**src/rtl/rpe_pkg.sv**
```systemverilog
// Shared types and constants for the RGB pixel effect unit.
// No dependencies; imported by rpe_color_math and rgb_pixel_effect_unit.
package rpe_pkg;

  typedef struct packed {
    logic [7:0] in_red;
    logic [7:0] in_green;
    logic [7:0] in_blue;
  } rgb_in_t;

  typedef struct packed {
    logic [7:0] out_red;
    logic [7:0] out_green;
    logic [7:0] out_blue;
  } rgb_out_t;

  // Effect codes; codes 10..15 behave as copy
  typedef enum logic [3:0] {
    FX_COPY      = 4'd0,
    FX_HALVE     = 4'd1,
    FX_INVERT    = 4'd2,
    FX_GRAY      = 4'd3,
    FX_POSTER    = 4'd4,
    FX_EMBOSS    = 4'd5,
    FX_SEPIA     = 4'd6,
    FX_SOLARIZE  = 4'd7,
    FX_THRESHOLD = 4'd8,
    FX_CONTRAST  = 4'd9
  } fx_mode_t;

  // Configuration register indexes
  localparam logic [1:0] REG_MODE     = 2'd0;
  localparam logic [1:0] REG_SOLARIZE = 2'd1;
  localparam logic [1:0] REG_BINARY   = 2'd2;

  localparam logic [3:0] MODE_RST     = 4'd0;
  localparam logic [7:0] SOLARIZE_RST = 8'd128;
  localparam logic [7:0] BINARY_RST   = 8'd160;

  localparam logic [7:0] POSTER_MASK  = 8'hE0;
  localparam logic [7:0] EMBOSS_BIAS  = 8'd128;

  // floor(x/3) for x <= 765 as (x * 683) >> 11
  localparam logic [19:0] DIV3_MUL    = 20'd683;
  localparam int          DIV3_SHIFT  = 11;

  // Sepia weights, row per output channel
  localparam logic [15:0] SEP_RR = 16'd105;
  localparam logic [15:0] SEP_RG = 16'd218;
  localparam logic [15:0] SEP_RB = 16'd42;
  localparam logic [15:0] SEP_GR = 16'd54;
  localparam logic [15:0] SEP_GG = 16'd183;
  localparam logic [15:0] SEP_GB = 16'd18;
  localparam logic [15:0] SEP_BR = 16'd13;
  localparam logic [15:0] SEP_BG = 16'd66;
  localparam logic [15:0] SEP_BB = 16'd203;

  // What the arithmetic stages hand to the selection stage
  typedef struct packed {
    rgb_in_t    pix;
    logic [7:0] avg;
    rgb_in_t    sepia;
  } rpe_math_t;

endpackage

```
**src/rtl/rpe_color_math.sv**
```systemverilog
// Two pipeline stages: channel sum and sepia products, then average and sepia sums.
// Depends on rpe_pkg.
module rpe_color_math (
  input  logic             clk,
  input  logic             rst_n,
  input  logic             in_vld,
  input  rpe_pkg::rgb_in_t in_pix,
  output logic             out_vld,
  output rpe_pkg::rpe_math_t out_data
);
  import rpe_pkg::*;

  // stage 1
  logic        vld1_r;
  rgb_in_t     pix1_r;
  logic [9:0]  sum1_r;
  logic [15:0] p_rr_r, p_rg_r, p_rb_r;
  logic [15:0] p_gr_r, p_gg_r, p_gb_r;
  logic [15:0] p_br_r, p_bg_r, p_bb_r;

  // stage 2
  logic       vld2_r;
  rpe_math_t  data2_r;

  logic [19:0] avg_prod;
  logic [17:0] sep_r_sum, sep_g_sum, sep_b_sum;
  rpe_math_t   data2_nxt;

  always_ff @(posedge clk) begin
    if (!rst_n) begin
      vld1_r <= 1'b0;
    end else begin
      vld1_r <= in_vld;
    end
  end

  always_ff @(posedge clk) begin
    pix1_r <= in_pix;
    sum1_r <= {2'b00, in_pix.in_red} + {2'b00, in_pix.in_green} + {2'b00, in_pix.in_blue};
    p_rr_r <= {8'd0, in_pix.in_red}   * SEP_RR;
    p_rg_r <= {8'd0, in_pix.in_green} * SEP_RG;
    p_rb_r <= {8'd0, in_pix.in_blue}  * SEP_RB;
    p_gr_r <= {8'd0, in_pix.in_red}   * SEP_GR;
    p_gg_r <= {8'd0, in_pix.in_green} * SEP_GG;
    p_gb_r <= {8'd0, in_pix.in_blue}  * SEP_GB;
    p_br_r <= {8'd0, in_pix.in_red}   * SEP_BR;
    p_bg_r <= {8'd0, in_pix.in_green} * SEP_BG;
    p_bb_r <= {8'd0, in_pix.in_blue}  * SEP_BB;
  end

  always_comb begin
    avg_prod  = {10'd0, sum1_r} * DIV3_MUL;
    sep_r_sum = {2'b00, p_rr_r} + {2'b00, p_rg_r} + {2'b00, p_rb_r};
    sep_g_sum = {2'b00, p_gr_r} + {2'b00, p_gg_r} + {2'b00, p_gb_r};
    sep_b_sum = {2'b00, p_br_r} + {2'b00, p_bg_r} + {2'b00, p_bb_r};

    data2_nxt.pix             = pix1_r;
    data2_nxt.avg             = avg_prod[DIV3_SHIFT +: 8];
    // >> 8 then keep low byte
    data2_nxt.sepia.in_red    = sep_r_sum[15:8];
    data2_nxt.sepia.in_green  = sep_g_sum[15:8];
    data2_nxt.sepia.in_blue   = sep_b_sum[15:8];
  end

  always_ff @(posedge clk) begin
    if (!rst_n) begin
      vld2_r <= 1'b0;
    end else begin
      vld2_r <= vld1_r;
    end
  end

  always_ff @(posedge clk) begin
    data2_r <= data2_nxt;
  end

  assign out_vld  = vld2_r;
  assign out_data = data2_r;

endmodule

```
**src/rtl/rgb_pixel_effect_unit.sv**
```systemverilog
// Top level of the RGB pixel effect unit: config registers, effect select, output register.
// Depends on rpe_pkg and rpe_color_math.
//
//  channel   ports                                   handshake
//  input     start, busy, in_pixel                   transfer when start & !busy
//  result    out_valid, out_pixel                    one-cycle strobe, no back-pressure
//  config    cfg_valid, cfg_ready, cfg_index, cfg_data   transfer when valid & ready
//
// One pixel per cycle; each result passes in order through the three register stages
// (sum/products, average/sepia sums, select) after its transfer in.
// busy is never raised and cfg_ready is always high.
// Reset (rst_n low, synchronous) clears the valid bits and restores register defaults.
module rgb_pixel_effect_unit (
  input  logic              clk,
  input  logic              rst_n,
  input  logic              start,
  output logic              busy,
  input  rpe_pkg::rgb_in_t  in_pixel,
  output logic              out_valid,
  output rpe_pkg::rgb_out_t out_pixel,
  input  logic              cfg_valid,
  output logic              cfg_ready,
  input  logic [1:0]        cfg_index,
  input  logic [7:0]        cfg_data
);
  import rpe_pkg::*;

  logic [3:0] mode_r;
  logic [7:0] solar_lvl_r;
  logic [7:0] bin_lvl_r;

  logic       in_xfer;
  logic       cfg_xfer;
  logic       math_vld;
  rpe_math_t  math;
  logic       out_valid_r;
  rgb_out_t   out_pixel_r;
  rgb_out_t   out_pixel_nxt;

  logic [7:0] r, g, b, avg, thr;

  assign busy      = 1'b0;
  assign cfg_ready = 1'b1;
  assign in_xfer   = start & ~busy;
  assign cfg_xfer  = cfg_valid & cfg_ready;

  always_ff @(posedge clk) begin
    if (!rst_n) begin
      mode_r      <= MODE_RST;
      solar_lvl_r <= SOLARIZE_RST;
      bin_lvl_r   <= BINARY_RST;
    end else if (cfg_xfer) begin
      unique case (cfg_index)
        REG_MODE:     mode_r      <= cfg_data[3:0];
        REG_SOLARIZE: solar_lvl_r <= cfg_data;
        REG_BINARY:   bin_lvl_r   <= cfg_data;
        default: ;  // unmapped index ignored
      endcase
    end
  end

  rpe_color_math u_math (
    .clk      (clk),
    .rst_n    (rst_n),
    .in_vld   (in_xfer),
    .in_pix   (in_pixel),
    .out_vld  (math_vld),
    .out_data (math)
  );

  always_comb begin
    r   = math.pix.in_red;
    g   = math.pix.in_green;
    b   = math.pix.in_blue;
    avg = math.avg;
    thr = (avg > bin_lvl_r) ? 8'hFF : 8'h00;

    out_pixel_nxt.out_red   = r;
    out_pixel_nxt.out_green = g;
    out_pixel_nxt.out_blue  = b;

    case (mode_r)
      FX_HALVE: begin
        out_pixel_nxt.out_red   = {1'b0, r[7:1]};
        out_pixel_nxt.out_green = {1'b0, g[7:1]};
        out_pixel_nxt.out_blue  = {1'b0, b[7:1]};
      end
      FX_INVERT: begin
        out_pixel_nxt.out_red   = ~r;
        out_pixel_nxt.out_green = ~g;
        out_pixel_nxt.out_blue  = ~b;
      end
      FX_GRAY: begin
        out_pixel_nxt.out_red   = avg;
        out_pixel_nxt.out_green = avg;
        out_pixel_nxt.out_blue  = avg;
      end
      FX_POSTER: begin
        out_pixel_nxt.out_red   = r & POSTER_MASK;
        out_pixel_nxt.out_green = g & POSTER_MASK;
        out_pixel_nxt.out_blue  = b & POSTER_MASK;
      end
      FX_EMBOSS: begin
        // mod-256 arithmetic, wraps
        out_pixel_nxt.out_red   = r - g + EMBOSS_BIAS;
        out_pixel_nxt.out_green = g - b + EMBOSS_BIAS;
        out_pixel_nxt.out_blue  = b - g + EMBOSS_BIAS;
      end
      FX_SEPIA: begin
        out_pixel_nxt.out_red   = math.sepia.in_red;
        out_pixel_nxt.out_green = math.sepia.in_green;
        out_pixel_nxt.out_blue  = math.sepia.in_blue;
      end
      FX_SOLARIZE: begin
        out_pixel_nxt.out_red   = (r > solar_lvl_r) ? ~r : r;
        out_pixel_nxt.out_green = (g > solar_lvl_r) ? ~g : g;
        out_pixel_nxt.out_blue  = (b > solar_lvl_r) ? ~b : b;
      end
      FX_THRESHOLD: begin
        out_pixel_nxt.out_red   = thr;
        out_pixel_nxt.out_green = thr;
        out_pixel_nxt.out_blue  = thr;
      end
      FX_CONTRAST: begin
        // 3c - 2avg, low byte only
        out_pixel_nxt.out_red   = r + {r[6:0], 1'b0} - {avg[6:0], 1'b0};
        out_pixel_nxt.out_green = g + {g[6:0], 1'b0} - {avg[6:0], 1'b0};
        out_pixel_nxt.out_blue  = b + {b[6:0], 1'b0} - {avg[6:0], 1'b0};
      end
      default: ;  // copy, and unused codes
    endcase
  end

  always_ff @(posedge clk) begin
    if (!rst_n) begin
      out_valid_r <= 1'b0;
    end else begin
      out_valid_r <= math_vld;
    end
  end

  always_ff @(posedge clk) begin
    out_pixel_r <= out_pixel_nxt;
  end

  assign out_valid = out_valid_r;
  assign out_pixel = out_pixel_r;

endmodule
```
**config.mk**
```make
export PLATFORM = sky130hd
export DESIGN_NAME = rgb_pixel_effect_unit
export DESIGN_NICKNAME = d
export VERILOG_FILES = /design/src/rtl/rpe_pkg.sv /design/src/rtl/rpe_color_math.sv /design/src/rtl/rgb_pixel_effect_unit.sv
export SDC_FILE = /design/constraint.sdc
export NUM_CORES = 1
export LEC_CHECK = 0
export CAP_MARGIN = 5
export CORE_MARGIN = 3
export CORE_UTILIZATION = 50
export CTS_BUF_LIST = sky130_fd_sc_hd__clkbuf_8
export CTS_CLUSTER_DIAMETER = 40
export DETAILED_ROUTE_END_ITERATION = 6
export DONT_BUFFER_PORTS = 1
export SETUP_SLACK_MARGIN = 0.05
export SYNTH_ARGS = -nofsm -noshare
export SYNTH_HDL_FRONTEND = slang
export SYNTH_SLANG_ARGS = --single-unit
export TNS_END_PERCENT = 10
```
**constraint.sdc**
```tcl
create_clock -name clk -period 4.8 [get_ports clk]
set_input_delay 0.24 -clock clk [delete_from_list [all_inputs] [get_ports clk]]
set_output_delay 0.24 -clock clk [all_outputs]
set_load 0.05 [all_outputs]
```
==> run metrics <==
TritonCTS clock tree=done; hold depth=3; most used routing layer=met2; post-synth top area cell=ha_1; gr usage total=25.7%; # setup viols final=0; vias per cell=5.48; Crit Path Max Fanout=6; Die Area=42800 um2; count of clock tree sinks=243; count leader, synth=ha_1; Fmax achieved=0.228 GHz; Req. time, crit path=5280 ps; CTS resizes=0; met3 usage=3.00%; port buffer count=0; Crit. End Element=flop; Antenna diodes=0; vias in the first global route=15257; WHS Endpoint=u_math.p_rg_r[15]; Final min period=4380 ps; end of the worst register-to-register path=u_math.out_data[30]; r2r setup slk=420 ps; Post-Synthesis Cells=2051; clock edge transition at the registers on the reported setup and hold paths=60 ps; met1 usage in global routing=32.4%; Max-Cap Viols=0; CTS H-tree lvls=2; post-synthesis area per instance=9.84 um2; grt ovf=0; Synth area leaders=ha_1, dfxtp_1, fa_1, inv_1, xnor2_1; register area share after synthesis=24.1%; drt wl/cell=20.1 um; Ports=65; Final Hold Fails=0; iteration-0 DRC count of the detailed router=848; worst path cell trace=ha_1 -> ha_1 -> inv_1 -> fa_1 -> inv_1 -> fa_1 -> inv_1 -> fa_1 -> inv_1 -> ha_1 -> o2111a_1 -> a211oi_2 -> a221o_2 -> a21boi_2 -> a21boi_0 -> xnor2_1; Final period util=91.2%; Core Box Area=39300 um2; Initial Util=51.4%; clk_skew=20.9 ps; LEAKAGE=11.0 nW; clock latency on the worst-skew pair=600 ps; final setup TNS=0 ps; PwrDens=760 nW/um2; critical path startpoint category=flop; kind of critical path=reg -> reg; Yosys cell types=76; Slew Limit Fails=0; Die Y=207 um; asr flop ratio synth=0%; router iterations before antenna repair=6; Setup crit start=u_math.sum1_r[7]; Worst Tran Pin Value=952 ps; met2 usage=44.3%; ANT nets after route=0; R2R cell count=16; # fillers=3533; mapped cell area=20200 um2; Hold Path Class=in -> reg; worst path bufs/invs=4; Post-synth EDFFs=0; hold path startpoint=in_pixel[15]; Slew headroom=36.4%; global-route wire length before repair=83700 um; initial antenna violation count=3; Ys Warns=0; drt drc=0; CP dominant cell by count=inv_1; Die W=207 um; dpl hpwl=42300 um; list of most frequent post-synthesis cells=ha_1, inv_1, dfxtp_1, fa_1, a21oi_1; CP arrival=4860 ps; Via Count=14653; Post-Route Utilization=56.6%; status=completed; RSZ-0062 raised after global routing=false; top_reg_cell synth=dfxtp_1; largest net degree at the start of global routing=28; CTS Buf Count=49; area occupied by multi-input gates=14100 um2; CP top delay family=adder cells; FF-to-FF Start=u_math.sum1_r[7]; DRT Wirelength=53600 um; CP max stage cell=fa_1; Register Area=4860 um2; Syn-to-layout area delta=10.2%; Worst path max stage delay=520 ps; synthesized flop and latch total=243; top cell type's share of synthesized area=25.5%; root buf cell=clkbuf_8; GPL Wtd Cong=0.953; clock tree buffer depth=3; VDD IR max=0.924 mV; net count after synthesis=2652; layout cells sized above 1=4.50%; row count=72; nets@finish=2719
state kept, by name (all words and copies together), names as in the netlist, 8 cells and up:
register,cells
u_math.p_gb_r,9
u_math.p_gg_r,15
out_pixel,24
u_math.p_bg_r,9
u_math.out_data,56
solar_lvl_r,8
u_math.p_br_r,10
u_math.p_gr_r,12
u_math.sum1_r,10
u_math.p_rg_r,13
u_math.p_rr_r,12
u_math.p_rb_r,11
bin_lvl_r,8
u_math.p_bb_r,15
u_math.data2_nxt,24
metrics by stage:
step | power [mW] | setup WS (ps) | instance area, um2 | cells | hold slack (ps)
2_1_floorplan | 11.9 | 648 | 20200 | 2051 | 268
3_3_place_gp | 14.2 | 426 | 20700 | 2547 | 269
3_5_place_dp | 14.4 | 420 | 20700 | 2547 | 269
4_1_cts | 17.0 | 409 | 22200 | 2672 | 5.78
5_1_grt | 18.8 | 157 | 22200 | 2672 | 58.5
6_report | 16.9 | 420 | 22200 | 2672 | 49.7
cell families after synthesis:
| family | share of synthesized area, % |
|---|---|
| multiplexers | 1.19 |
| buffers and inverters | 6.23 |
| AO/OA/AOI/OAI | 12.9 |
| AND/OR/NAND/NOR | 8.26 |
| flip-flops | 24.1 |
| XOR/XNOR | 6.77 |
| adder cells (fa/ha/maj) | 40.5 |
| other | 0.0372 |
tightest hold or removal path: stages:
cell	delay [ps]
ha_1	140
xnor2_1	100
xnor2_1	120
cells in the final DEF, fill, tap and decap left out, drive strengths merged, types with 9 or more instances in the layout:
master       netlist  final
nor3              21     21
mux2i             24     24
xnor2            106    106
o21a              16     16
dfxtp            243    243
xor2              50     50
dlygate4sd3        0     38
o21bai            13     13
nand2b            24     24
a21oi            120    120
a21o              41     41
clkinv             0     10
a22oi             14     14
inv              305    315
ha               412    412
nand2             81     81
o21ai             85     85
and3              10     10
nand4             13     13
fa               151    151
a211oi            10     10
clkbuf            17     58
and2               9      9
o2111ai            9      9
nor2              84     84
nand3             21     21
nor2b             45     45
o211ai            10     10
cell type report:
type                            count  area share [%]
Tap cell                          518            2.91
Clock inverter                     29            1.42
Multi-Input combinational cell   1478            63.2
Timing Repair Buffer               41            1.81
Inverter                          305            5.15
Sequential cell                   243            21.9
Clock buffer                       58            3.59
where the power goes:
part	internal, mW	switching [mW]	total [mW]
combinational	5.06	6.04	11.1
clock	1.43	0.951	2.39
sequential	2.75	0.663	3.42
total	9.25	7.65	16.9
what timing repair did:
item                      in CTS  in global routing
hold buffers                  38                  0
setup buffers                  0                  0
hold endpoints to repair      92                  0
layer usage:
layer  wire length (um)  part of all wire, %
met3               2420                  4.5
met1              23100                   43
met4               2590                  4.8
met5                 13                0.024
met2              25500                   48
worst max-delay path by stage:
stage | endpoint | slack (ps) | depth (start not counted)
after floorplan | u_math.out_data[30] | 650 | 16
after global placement | u_math.out_data[30] | 430 | 16
after detailed placement | u_math.out_data[30] | 420 | 16
after CTS | u_math.out_data[30] | 410 | 16
after global routing | u_math.out_data[31] | 160 | 16
final | u_math.out_data[30] | 420 | 16
Power figures use the tool's default switching activity.
